===== src/rtl/tiled_texture_format_decoder_core_macros.svh =====
// Assertion helpers shared by the decoder RTL.
`ifndef TILED_TEXTURE_FORMAT_DECODER_CORE_MACROS_SVH
`define TILED_TEXTURE_FORMAT_DECODER_CORE_MACROS_SVH

// The consequent must hold in the same cycle as the antecedent.
`define TTFD_ASSERT_NOW(label, clk, rstn, ante, cons) \
    label: assert property (@(posedge clk) disable iff (!rstn) (ante) |-> (cons)) \
        else $error("check failed");

// The consequent must hold in the cycle after the antecedent.
`define TTFD_ASSERT_NEXT(label, clk, rstn, ante, cons) \
    label: assert property (@(posedge clk) disable iff (!rstn) (ante) |=> (cons)) \
        else $error("check failed");

`endif


===== src/rtl/ttfd_pkg.sv =====
// ----------------------------------------------------------------------------
// Tiled texture decoder package
// Format codes, register indexes and small color helpers.
// ----------------------------------------------------------------------------
`default_nettype none

package ttfd_pkg;

    typedef logic [2:0] fmt_t;

    localparam fmt_t FMT_I4     = 3'd0;
    localparam fmt_t FMT_I8     = 3'd1;
    localparam fmt_t FMT_IA4    = 3'd2;
    localparam fmt_t FMT_IA8    = 3'd3;
    localparam fmt_t FMT_RGB565 = 3'd4;
    localparam fmt_t FMT_RGB5A3 = 3'd5;
    localparam fmt_t FMT_RGBA8  = 3'd6;
    localparam fmt_t FMT_CMPR   = 3'd7;

    localparam logic [1:0] REG_FORMAT = 2'd0;
    localparam logic [1:0] REG_WIDTH  = 2'd1;
    localparam logic [1:0] REG_HEIGHT = 2'd2;

    typedef logic [7:0] chan_t;

    function automatic chan_t div3(input chan_t v);
        logic [16:0] prod;
        prod = 17'(v) * 17'd171;
        return prod[16:9];
    endfunction

    function automatic chan_t nib_expand(input logic [3:0] n);
        return {n, n};
    endfunction

endpackage

`default_nettype wire


===== src/rtl/tiled_texture_format_decoder_core.sv =====
// ----------------------------------------------------------------------------
// Tiled texture format decoder core
// Expands tiled encoded texture words into RGBA8 pixels with coordinates.
// ----------------------------------------------------------------------------
// The input stream carries one 64-bit encoded word per request, in tile order,
// first byte in bits 63 to 56. The output stream carries one decoded pixel per
// request, with tlast on the final pixel of each input word. The user must set
// format and image size through the APB port only while the block is idle; the
// block itself does not enforce this. A word is taken into a holding register
// and its pixels leave one per cycle through the output register while the
// receiver takes them. A word has 16 pixels for I4 and CMPR, 8 for I8 and IA4,
// 4 for the 16-bit formats and RGBA8 green/blue words; RGBA8 alpha/red words
// produce no pixels. Each pixel passes through the holding register and then
// the output register. The next word is accepted in the cycle that the last
// pixel of the held word moves to the output register. When the receiver
// stalls, the output register holds and the holding register waits, so nothing
// is lost. Reset clears the tile counters and both valid flags and resets the
// configuration; the RGBA8 alpha/red store is not cleared.
// ----------------------------------------------------------------------------
`default_nettype none

`include "tiled_texture_format_decoder_core_macros.svh"

module tiled_texture_format_decoder_core #(
    parameter int MAX_SIDE = 1024,
    parameter int CW       = $clog2(MAX_SIDE),
    parameter int TDATA_W  = ((2 * CW + 32 + 7) / 8) * 8
) (
    input  wire                 aclk,
    input  wire                 aresetn,
    input  wire                 s_tvalid,
    output logic                s_tready,
    input  wire  [63:0]         s_tdata,   // encoded_word
    output logic                m_tvalid,
    input  wire                 m_tready,
    output logic [TDATA_W-1:0]  m_tdata,   // pixel_x, pixel_y, red, green, blue, alpha
    output logic                m_tlast,   // last_of_word
    output logic [1:0]          m_tuser,   // inside_image, image_end
    input  wire                 psel,
    input  wire                 penable,
    input  wire                 pwrite,
    input  wire  [3:0]          paddr,
    input  wire  [31:0]         pwdata,
    output logic [31:0]         prdata,
    output logic                pready
);
    import ttfd_pkg::*;

    localparam int SW = (CW + 2 > 11) ? CW + 2 : 11;

    fmt_t        fmt_reg;
    logic [10:0] width_reg, height_reg;
    logic [CW-1:0] ox_reg, oy_reg;
    logic [2:0]  wit_reg;
    logic [63:0] store_reg [4];

    logic          hold_valid_reg;
    logic [63:0]   hword_reg;
    fmt_t          hfmt_reg;
    logic [CW-1:0] hox_reg, hoy_reg;
    logic [2:0]    hw_reg;
    logic [4:0]    hn_reg;
    logic          hend_reg;
    logic [3:0]    cnt_reg;

    logic               m_tvalid_reg;
    logic [TDATA_W-1:0] m_tdata_reg;
    logic               m_tlast_reg;
    logic [1:0]         m_tuser_reg;

    logic [SW-1:0] wdt, hgt, nw, nh, bw, bh;
    logic [2:0]    wpt_m1, w_cur;
    logic          final_word, row_end, col_end, s_acc, cfg_wr;
    logic [4:0]    n_cur;

    assign pready = 1'b1;
    assign cfg_wr = psel && penable && pwrite;

    always_comb begin
        case (paddr[3:2])
            REG_FORMAT: prdata = {29'd0, fmt_reg};
            REG_WIDTH:  prdata = {21'd0, width_reg};
            REG_HEIGHT: prdata = {21'd0, height_reg};
            default:    prdata = 32'd0;
        endcase
    end

    always_comb begin
        if (width_reg == 11'd0) begin
            wdt = SW'(1);
        end else if (SW'(width_reg) > SW'(MAX_SIDE)) begin
            wdt = SW'(MAX_SIDE);
        end else begin
            wdt = SW'(width_reg);
        end
        if (height_reg == 11'd0) begin
            hgt = SW'(1);
        end else if (SW'(height_reg) > SW'(MAX_SIDE)) begin
            hgt = SW'(MAX_SIDE);
        end else begin
            hgt = SW'(height_reg);
        end
        bw = (fmt_reg inside {FMT_I4, FMT_I8, FMT_IA4, FMT_CMPR}) ? SW'(8) : SW'(4);
        bh = (fmt_reg inside {FMT_I4, FMT_CMPR}) ? SW'(8) : SW'(4);
        wpt_m1 = (fmt_reg == FMT_RGBA8) ? 3'd7 : 3'd3;
        nw = (wdt + bw - SW'(1)) & ~(bw - SW'(1));
        nh = (hgt + bh - SW'(1)) & ~(bh - SW'(1));
        final_word = wit_reg >= wpt_m1;
        w_cur = final_word ? wpt_m1 : wit_reg;
        row_end = (SW'(ox_reg) + bw) >= nw;
        col_end = (SW'(oy_reg) + bh) >= nh;
        case (fmt_reg)
            FMT_I4, FMT_CMPR: n_cur = 5'd16;
            FMT_I8, FMT_IA4:  n_cur = 5'd8;
            FMT_RGBA8:        n_cur = (w_cur < 3'd4) ? 5'd0 : 5'd4;
            default:          n_cur = 5'd4;
        endcase
    end

    logic out_free, adv, pix_last, done;
    assign out_free = !m_tvalid_reg || m_tready;
    assign adv      = hold_valid_reg && (hn_reg != 5'd0) && out_free;
    assign pix_last = {1'b0, cnt_reg} == (hn_reg - 5'd1);
    assign done     = hold_valid_reg && ((hn_reg == 5'd0) || (adv && pix_last));
    assign s_tready = !hold_valid_reg || done;
    assign s_acc    = s_tvalid && s_tready;

    always_ff @(posedge aclk) begin
        if (!aresetn) begin
            fmt_reg    <= FMT_I4;
            width_reg  <= 11'd1;
            height_reg <= 11'd1;
            ox_reg     <= '0;
            oy_reg     <= '0;
            wit_reg    <= '0;
        end else begin
            if (cfg_wr) begin
                case (paddr[3:2])
                    REG_FORMAT: fmt_reg    <= pwdata[2:0];
                    REG_WIDTH:  width_reg  <= pwdata[10:0];
                    REG_HEIGHT: height_reg <= pwdata[10:0];
                    default: ;
                endcase
            end
            if (s_acc) begin
                if (final_word) begin
                    wit_reg <= '0;
                    if (row_end) begin
                        ox_reg <= '0;
                        oy_reg <= col_end ? '0 : CW'(SW'(oy_reg) + bh);
                    end else begin
                        ox_reg <= CW'(SW'(ox_reg) + bw);
                    end
                end else begin
                    wit_reg <= wit_reg + 3'd1;
                end
            end
        end
    end

    always_ff @(posedge aclk) begin
        if (s_acc && (fmt_reg == FMT_RGBA8) && (w_cur < 3'd4)) begin
            store_reg[w_cur[1:0]] <= s_tdata;
        end
        if (s_acc) begin
            hword_reg <= s_tdata;
            hfmt_reg  <= fmt_reg;
            hox_reg   <= ox_reg;
            hoy_reg   <= oy_reg;
            hw_reg    <= w_cur;
            hn_reg    <= n_cur;
            hend_reg  <= final_word && row_end && col_end;
        end
    end

    always_ff @(posedge aclk) begin
        if (!aresetn) begin
            hold_valid_reg <= 1'b0;
            cnt_reg        <= '0;
        end else begin
            if (s_acc) begin
                hold_valid_reg <= 1'b1;
                cnt_reg        <= '0;
            end else begin
                if (done) begin
                    hold_valid_reg <= 1'b0;
                end
                if (adv) begin
                    cnt_reg <= cnt_reg + 4'd1;
                end
            end
        end
    end

    logic [3:0]  dx, dy;
    chan_t       byt, rr, gg, bb, aa;
    logic [15:0] hv, ar, c0, c1;
    logic [1:0]  idx;
    chan_t       p0 [4];
    chan_t       p1 [4];
    chan_t       pc [4];
    logic [SW-1:0] xf, yf;

    always_comb begin
        byt = hword_reg[8 * (7 - int'(hfmt_reg == FMT_I4 ? {1'b0, cnt_reg[3:1]}
                                                         : {1'b0, cnt_reg[2:0]})) +: 8];
        hv  = hword_reg[16 * (3 - int'(cnt_reg[1:0])) +: 16];
        ar  = store_reg[hw_reg[1:0]][16 * (3 - int'(cnt_reg[1:0])) +: 16];
        c0  = hword_reg[63:48];
        c1  = hword_reg[47:32];
        idx = hword_reg[2 * (15 - int'(cnt_reg)) +: 2];
        p0[0] = {c0[15:11], 3'b0};
        p0[1] = {c0[10:5], 2'b0};
        p0[2] = {c0[4:0], 3'b0};
        p0[3] = 8'hFF;
        p1[0] = {c1[15:11], 3'b0};
        p1[1] = {c1[10:5], 2'b0};
        p1[2] = {c1[4:0], 3'b0};
        p1[3] = 8'hFF;
        for (int ch = 0; ch < 4; ch++) begin
            case (idx)
                2'd0: pc[ch] = p0[ch];
                2'd1: pc[ch] = p1[ch];
                2'd2: pc[ch] = (c0 < c1) ? chan_t'((p0[ch] >> 1) + (p1[ch] >> 1))
                                         : chan_t'(div3(p1[ch]) + (div3(p0[ch]) << 1));
                default: pc[ch] = (c0 < c1) ? 8'd0
                                            : chan_t'(div3(p0[ch]) + (div3(p1[ch]) << 1));
            endcase
        end
        dx = {2'b0, cnt_reg[1:0]};
        dy = {1'b0, hw_reg};
        rr = 8'd0;
        gg = 8'd0;
        bb = 8'd0;
        aa = 8'hFF;
        case (hfmt_reg)
            FMT_I4: begin
                dx = {1'b0, cnt_reg[2:0]};
                dy = {hw_reg, 1'b0} + {3'b0, cnt_reg[3]};
                rr = nib_expand(cnt_reg[0] ? byt[3:0] : byt[7:4]);
                gg = rr;
                bb = rr;
            end
            FMT_I8: begin
                dx = {1'b0, cnt_reg[2:0]};
                rr = byt;
                gg = byt;
                bb = byt;
            end
            FMT_IA4: begin
                dx = {1'b0, cnt_reg[2:0]};
                rr = nib_expand(byt[3:0]);
                gg = rr;
                bb = rr;
                aa = nib_expand(byt[7:4]);
            end
            FMT_IA8: begin
                rr = hv[7:0];
                gg = hv[7:0];
                bb = hv[7:0];
                aa = hv[15:8];
            end
            FMT_RGB565: begin
                rr = {hv[15:11], 3'b0};
                gg = {hv[10:5], 2'b0};
                bb = {hv[4:0], 3'b0};
            end
            FMT_RGB5A3: begin
                if (hv[15]) begin
                    rr = {hv[14:10], 3'b0};
                    gg = {hv[9:5], 3'b0};
                    bb = {hv[4:0], 3'b0};
                end else begin
                    rr = nib_expand(hv[11:8]);
                    gg = nib_expand(hv[7:4]);
                    bb = nib_expand(hv[3:0]);
                    aa = {hv[14:12], 5'b0};
                end
            end
            FMT_RGBA8: begin
                dy = {2'b0, hw_reg[1:0]};
                rr = ar[7:0];
                gg = hv[15:8];
                bb = hv[7:0];
                aa = ar[15:8];
            end
            default: begin
                dx = {1'b0, hw_reg[0], cnt_reg[1:0]};
                dy = {1'b0, hw_reg[1], cnt_reg[3:2]};
                rr = pc[0];
                gg = pc[1];
                bb = pc[2];
                aa = pc[3];
            end
        endcase
        xf = SW'(hox_reg) + SW'(dx);
        yf = SW'(hoy_reg) + SW'(dy);
    end

    always_ff @(posedge aclk) begin
        if (!aresetn) begin
            m_tvalid_reg <= 1'b0;
        end else if (adv) begin
            m_tvalid_reg <= 1'b1;
        end else if (m_tready) begin
            m_tvalid_reg <= 1'b0;
        end
    end

    always_ff @(posedge aclk) begin
        if (adv) begin
            m_tdata_reg <= TDATA_W'({aa, bb, gg, rr, yf[CW-1:0], xf[CW-1:0]});
            m_tlast_reg <= pix_last;
            m_tuser_reg <= {pix_last && hend_reg, (xf < wdt) && (yf < hgt)};
        end
    end

    assign m_tvalid = m_tvalid_reg;
    assign m_tdata  = m_tdata_reg;
    assign m_tlast  = m_tlast_reg;
    assign m_tuser  = m_tuser_reg;

    `TTFD_ASSERT_NEXT(a_hold_loads, aclk, aresetn, s_acc, hold_valid_reg)
    `TTFD_ASSERT_NOW(a_cnt_range, aclk, aresetn, hold_valid_reg && (hn_reg != 5'd0), {1'b0, cnt_reg} < hn_reg)
    `TTFD_ASSERT_NOW(a_end_is_last, aclk, aresetn, m_tvalid && m_tuser[1], m_tlast)
    `TTFD_ASSERT_NEXT(a_pixel_moves, aclk, aresetn, adv, m_tvalid)

endmodule

`default_nettype wire

===== config.mk =====
export PLATFORM = sky130hd
export DESIGN_NAME = tiled_texture_format_decoder_core
export DESIGN_NICKNAME = d
export VERILOG_FILES = /design/src/rtl/ttfd_pkg.sv /design/src/rtl/tiled_texture_format_decoder_core.sv
export VERILOG_INCLUDE_DIRS = /design/src /design/src/rtl
export SDC_FILE = /design/constraint.sdc
export NUM_CORES = 1
export LEC_CHECK = 0
export ABC_AREA = 1
export BUFFER_PORTS_ARGS = -buffer_cell sky130_fd_sc_hd__buf_2
export CORE_UTILIZATION = 45
export CTS_BUF_LIST = sky130_fd_sc_hd__clkbuf_8
export CTS_CLUSTER_DIAMETER = 30
export DETAILED_ROUTE_END_ITERATION = 10
export PLACE_DENSITY_LB_ADDON = 0.05
export REMOVE_ABC_BUFFERS = 1
export SYNTH_ARGS = -nofsm -noshare
export SYNTH_HDL_FRONTEND = slang
export SYNTH_SLANG_ARGS = --single-unit
export TNS_END_PERCENT = 10

===== constraint.sdc =====
create_clock -name aclk -period 8.2 [get_ports aclk]
set_input_delay 0 -clock aclk [delete_from_list [all_inputs] [get_ports aclk]]
set_output_delay 0 -clock aclk [all_outputs]
set_load 0.05 [all_outputs]

# Word-level counts from Yosys, hierarchy flattened
# Memories as Yosys holds them, arrays and structs flattened. A register that Yosys moved wholly into a read port is not among the register bits.
# Cells that the tools add are included.
[totals]
out_inout_bits = 94
inputBits = 107
n_memories = 1
wordCells = 174
reg_bits = 205
ram_bits = 256
[classes]
bitwise = 5
n_mux = 45
n_eq_ne = 15
shifts = 4
magnitude_cmp = 9
addsub = 26
n_reduce_logical = 44
n_mul = 6
[memory_table]
columns = ["memory", "words", "width", "rd", "rd_clocked_by_memory_dff", "write_ports", "line_no", "source"]
rows = [
  ["store_reg", 4, 64, 1, 1, 1, "tiled_texture_format_decoder_core.sv:55", "logic [63:0] store_reg [4];"],
]
[op_table]
columns = ["cell", "count"]
rows = [
  ["64-bit by 7-bit variable part select with 16-bit output", 2],
  ["8-bit one-hot mux with 7 select lines", 2],
  ["8-bit 2-to-1 mux", 11],
  ["8-bit one-hot mux with 3 select lines", 3],
  ["64-bit by 6-bit variable part select with 2-bit output", 1],
  ["64-bit by 7-bit variable part select with 8-bit output", 1],
  ["5-bit by 8-bit multiplier with 13-bit output (second input constant)", 4],
  ["7-bit by 8-bit adder with 8-bit output", 6],
  ["8-bit one-hot mux with 6 select lines", 1],
  ["10-bit by 4-bit adder with 11-bit output", 4],
  ["8-bit one-hot mux with 5 select lines", 1],
  ["11-bit one-hot mux with 3 select lines", 1],
  ["6-bit by 8-bit multiplier with 14-bit output (second input constant)", 2],
  ["12-bit by 4-bit adder with 12-bit output", 2],
  ["7-bit by 7-bit adder with 8-bit output", 3],
  ["12-bit AND", 2],
  ["12-bit >= comparator", 2],
  ["11-bit by 12-bit less-than comparator with 1-bit output", 2],
  ["12-bit 2-to-1 mux", 2],
  ["12-bit NOT", 2],
  ["12-bit by 1-bit subtractor with 12-bit output (second input constant)", 2],
  ["11-bit greater-than comparator (second input constant)", 2],
  ["11-bit zero test", 2],
  ["11-bit 2-to-1 mux", 2],
  ["42 further kinds", 92],
]

# Logic depth before layout (Yosys ltp)
[logic_depth]
depth_word = 12
mapped_depth = 30
depth_no_buf = 30

# Worst setup path before layout
# OpenSTA, ideal clock, no wires.
[synth_timing]
kind = "flip-flop to flip-flop"
from = "reg hn_reg[2]"
to = "mem store_reg[0][0], enable pin"
slack_ns = -0.704
period_less_slack_ns = 8.904
path_stages_with_launch = 14
path_buffers = 1
required_time_ns = 7.635
arrival_ns = 8.339
setup_ns = 0.565
path_cell_list = "edfxtp_1 > inv_1 > ha_1 > ha_1 > nand2_1 > a21oi_1 > o211a_1 > a21boi_1 > inv_1 > nand2_1 > buf_2 > inv_1 > nand2_1 > nor3_1"
[synth_between]
elab_cells_between_ends = 15
classes_between = "add/sub (1); eq/ne (1); mux (2); reduce/logical (11)"
[synth_rtl]
columns = ["item", "line_no", "source"]
rows = [
  ["from (decl)", "tiled_texture_format_decoder_core.sv:62", "logic [4:0] hn_reg;"],
  ["from (signal assigned)", "tiled_texture_format_decoder_core.sv:171", "hn_reg <= n_cur;"],
  ["5-bit by 1-bit subtractor with 5-bit output", "tiled_texture_format_decoder_core.sv:123", "assign pix_last = {1'b0, cnt_reg} == (hn_reg - 5'd1);"],
  ["4-bit by 5-bit == test with 1-bit output", "tiled_texture_format_decoder_core.sv:123", ""],
  ["net pix_last", "tiled_texture_format_decoder_core.sv:120", "logic out_free, adv, pix_last, done;"],
  ["1-bit logical AND", "tiled_texture_format_decoder_core.sv:124", "assign done = hold_valid_reg && ((hn_reg == 5'd0) || (adv && pix_last));"],
  ["1-bit logical OR", "tiled_texture_format_decoder_core.sv:124", ""],
  ["1-bit logical AND", "tiled_texture_format_decoder_core.sv:124", ""],
  ["1-bit logical OR", "tiled_texture_format_decoder_core.sv:125", "assign s_tready = !hold_valid_reg || done;"],
  ["net s_tready", "tiled_texture_format_decoder_core.sv:32", "output logic s_tready,"],
  ["1-bit logical AND", "tiled_texture_format_decoder_core.sv:126", "assign s_acc = s_tvalid && s_tready;"],
  ["net s_acc", "tiled_texture_format_decoder_core.sv:73", "logic final_word, row_end, col_end, s_acc, cfg_wr;"],
  ["1-bit logical AND (2 in series)", "tiled_texture_format_decoder_core.sv:162", "if (s_acc && (fmt_reg == FMT_RGBA8) && (w_cur < 3'd4)) begin"],
  ["1-bit 2-to-1 mux", "tiled_texture_format_decoder_core.sv:162", ""],
  ["1-bit 2-to-1 mux (implied by the code)", "tiled_texture_format_decoder_core.sv:163", "store_reg[w_cur[1:0]] <= s_tdata;"],
  ["to (decl)", "tiled_texture_format_decoder_core.sv:55", ""],
]
# The timed path passes the listed nets, and every way through them passes these cells.

# Worst setup path in the final report
[layout_timing]
from = "reg hword_reg[56]"
to = "reg m_tdata_reg[35] (netlist: m_tdata[35]) (data pin)"
[layout_between]
elab_chain_len = 5
elab_cells_between_ends = 13
classes_between = "add/sub (3); mul (1); order compare (1); eq/ne (2); shift (1); mux (4); reduce/logical (1)"
[layout_lines]
columns = ["item", "line_no", "source"]
rows = [
  ["from (decl)", "tiled_texture_format_decoder_core.sv:58", "logic [63:0] hword_reg;"],
  ["from (signal assigned)", "tiled_texture_format_decoder_core.sv:166", "hword_reg <= s_tdata;"],
  ["6-bit by 8-bit multiplier with 14-bit output", "ttfd_pkg.sv:28", "prod = 17'(v) * 17'd171;"],
  ["7-bit by 8-bit adder with 8-bit output (on tied branches)", "tiled_texture_format_decoder_core.sv:227, tiled_texture_format_decoder_core.sv:225", ""],
  ["8-bit 2-to-1 mux (on tied branches)", "tiled_texture_format_decoder_core.sv:226, tiled_texture_format_decoder_core.sv:224", ""],
  ["8-bit one-hot mux with 3 select lines *", "tiled_texture_format_decoder_core.sv:221", "case (idx)"],
  ["8-bit one-hot mux with 7 select lines *", "tiled_texture_format_decoder_core.sv:236", "case (hfmt_reg)"],
  ["net gg[7]", "tiled_texture_format_decoder_core.sv:196", "chan_t byt, rr, gg, bb, aa;"],
  ["to (signal assigned)", "tiled_texture_format_decoder_core.sv:312", "m_tdata_reg <= TDATA_W'({aa, bb, gg, rr, yf[CW-1:0], xf[CW-1:0]});"],
  ["to (decl)", "tiled_texture_format_decoder_core.sv:67", "logic [TDATA_W-1:0] m_tdata_reg;"],
]
# Mark *: on every way through the listed nets, which the timed path passes. The rest lies on a longest branch.
# A chain may end at the register's enable or synchronous reset.

==> run metrics <==
status finished clean; multiplexer share of the synthesized area less than 1%; first-pass GRT wire length 131000 um; Leak roughly 14 nW; MaxCap Viol Count 0; Avg Cell Area, Syn about 9.4 sq um; H-tree Lvls 3; final net count ~3700; Synth async-reset ratio 0%; clk_lat worst skew between 0.7 and 0.8 ns; count of final hold-check violations 0; Final Max Tran Viols 0; final WL 86300 um; clk slew on worst S/H paths 0.06 ns; Post-Synth XOR/XNOR Area under 10%; Die Span X between 200 and 300 um; Remaining DRCs 0; Synth top area share 42.7%; Pwr Density 238 mW/mm^2; R2R Path Start hword_reg[56]$_DFFE_PP_; RSZ-0062 raised after global routing false; VDD IR-drop max approximately 0.14 mV; commonest cells after routing, fill and taps aside 482 x nand2_1, 401 x edfxtp_1, 368 x inv_1; hold depth 2; clock buffer depth 3; WHS Endpoint store_reg[3][23]$_DFFE_PP_; TritonCTS Buffers 96; worst slew margin relative to its limit between 30 and 40%; antenna-violating nets left 0; Post-synth EDFFs roughly 400; Seq/Total Area, Yosys between 40% and 50%; die area ~0.064 sq mm; WP data required around 8.6 ns; final critical-path share of the clock period between 60% and 70%; reg2reg setup slack between 2 and 3 ns; total congestion overflow 0; Detail Placement HPWL around 63000 um; min cycle time layout ~5.2 ns; Layout Skew around 0.048 ns; vias after detailed routing between 20000 and 25000; Total GRT Usage between 20% and 30%; I/O Buffers ~150; final setup fails 0; synth unique cells 60; ys flop type edfxtp_1; final design utilization 53.0%; r2r endpoint m_tdata[35]$_DFFE_PP_; CTS root buffer clkbuf_8; worst slew pin tran between 0.9 and 1 ns; crit-path max FO 8; TritonRoute pass-1 iters 5; IO Pins around 200; Mapped Area roughly 0.028 sq mm; drt wl/cell 20.6 um; Setup crit start kind flip-flop; Crit path arrival time 5.66 ns; vias per cell 5.42; Yosys reg bits between 400 and 500; Starting DRT DRC Count approximately 2100; Fill cells about 5700; Core Rows 91; core area a little over 0.06 sq mm; adder-cell share of the synthesized area approximately 14%; combinational family with the most area after synthesis simple AND/OR/NAND/NOR gates; Initial Util between 40% and 50%; Largest register FFs between 200 and 300; area leader, netlist edfxtp_1; ranking of synthesized cells by area edfxtp_1 43%, ha_1 11%, nand2_1 6.4%; Die Y 252 um; Achievable Freq around 190 MHz; clock sinks 453; GP Congestion 0.933; TNS Setup 0 ns; TritonCTS clock tree built; Synth Area in Compound Gates between 10% and 20%; Synth warnings 0; most common cell after layout, fill and taps aside nand2_1; initial antenna violation count 2; layout cells sized above 1 between 10% and 20%; hold_sp s_tdata[23]; CP endpoint kind flip-flop; Reg2Reg Depth 25; vias in the first global route approximately 22000; P&R area growth vs syn 16.1%; Simple-Gate Fraction of Synth Area 15.6%; Post-Syn Instances 3003; critical path class reg -> reg; hold crit path type in -> reg; pin count of the biggest net entering global routing 73
==> synthesized netlist by cell type (7+ instances only) <==
cell type,n
o22ai_1,23
buf_4,35
o21ai_1,16
o21ai_0,194
dfxtp_1,52
xnor2_1,32
or2_2,7
o211ai_1,53
mux2i_1,23
o2111ai_1,11
xor2_1,62
inv_2,14
fa_1,43
nor2_1,347
clkbuf_1,48
o21bai_1,7
buf_2,25
nor3_1,19
nand2_2,10
nand4_1,34
a21o_1,10
nand2_1,482
inv_1,346
buf_1,9
a211oi_1,8
o221ai_1,34
a21oi_1,166
edfxtp_1,401
o32ai_1,38
ha_1,244
nand3_1,131
==> per-stage QoR <==
step                      power, W  instances  area (sq um)  hold slack (ns)  setup WS, ns
final                      0.00780       4197         32700           0.0598          2.96
after global routing       0.00827       4197         32700           0.0545          2.57
after CTS                  0.00786       4195         32700         0.000290          2.90
after detailed placement   0.00523       3920         29700            0.233          2.97
after global placement     0.00520       3920         29700            0.228          3.01
after floorplan            0.00448       2905         27600           0.0841         -1.46
==> report_power, final <==
part	leakage, nW	switching (W)	total (W)	internal (W)
Sequential	4.11	0.0000801	0.00268	0.00260
Combinational	8.61	0.00163	0.00255	0.000913
Clock	1.12	0.00106	0.00258	0.00152
==> worst max-delay path by stage <==
| stage | end | slack, ns | startpoint | cells after the start |
|---|---|---|---|---|
| 6_report | m_tdata[35]$_DFFE_PP_ | 2.96 | hword_reg[56]$_DFFE_PP_ | 25 |
| 2_1_floorplan | store_reg[0][0]$_DFFE_PP_ | -1.46 | cnt_reg[0]$_SDFFE_PP0P_ | 10 |
| 3_5_place_dp | m_tdata[35]$_DFFE_PP_ | 2.97 | hword_reg[42]$_DFFE_PP_ | 22 |
| 3_3_place_gp | m_tdata[35]$_DFFE_PP_ | 3.01 | hword_reg[42]$_DFFE_PP_ | 22 |
| 5_1_grt | m_tdata[35]$_DFFE_PP_ | 2.57 | hword_reg[56]$_DFFE_PP_ | 23 |
| 4_1_cts | m_tdata[35]$_DFFE_PP_ | 2.90 | hword_reg[42]$_DFFE_PP_ | 22 |
==> worst max-delay path, cell delays in order (launching register included) <==
cell	delay [ns]
edfxtp_1	0.57
ha_1	0.43
fa_1	0.55
fa_1	0.43
ha_1	0.33
a21oi_1	0.19
nand2_1	0.11
a21o_1	0.19
nand2_1	0.10
nand2_1	0.06
nand2_1	0.08
nand2_1	0.08
xor2_1	0.23
ha_1	0.31
nand2_1	0.08
inv_1	0.05
o21a_1	0.16
nor2_1	0.14
nor2_1	0.08
o21ai_0	0.16
nand2_1	0.08
or2_2	0.29
nand3_1	0.08
nand3b_1	0.08
nand2_1	0.06
nand2_1	0.06
==> repair_timing <==
item                      4_1_cts  5_1_grt
hold endpoints to repair      363        0
resized for setup               0        0
hold buffers                   98        0
buffers inserted                0        0
==> cell families (layout without fill, tap and decap cells) <==
family	after synthesis	count (layout)
flops	453	453
simple gates	1055	1055
xor+xnor	94	94
buf+inv	487	817
other cells	2	29
compound gates	602	602
fa+ha+maj	287	287
mux	23	23
==> metal layers <==
metal,vias to the layer above,share of wire [%],GRT usage (%)
met5,-,0,0
met3,124,7.0,5.13
met4,0,2.3,8.66
met1,10900,46,38.7
met2,761,44,41.5
li1,11000,-,-
==> final cells by class <==
cell class | count | area, sq um | area share (%)
diodes | 2 | 5.00 | 0.0153
clock buffers | 103 | 1420 | 4.33
repair buffers | 276 | 1940 | 5.92
multi-input cells | 2088 | 13200 | 40.3
flip-flops and latches | 453 | 13100 | 40.0
inverters | 364 | 1380 | 4.20
clock inverters | 74 | 673 | 2.06
well taps | 837 | 1050 | 3.20
Power figures use the tool's default switching activity.
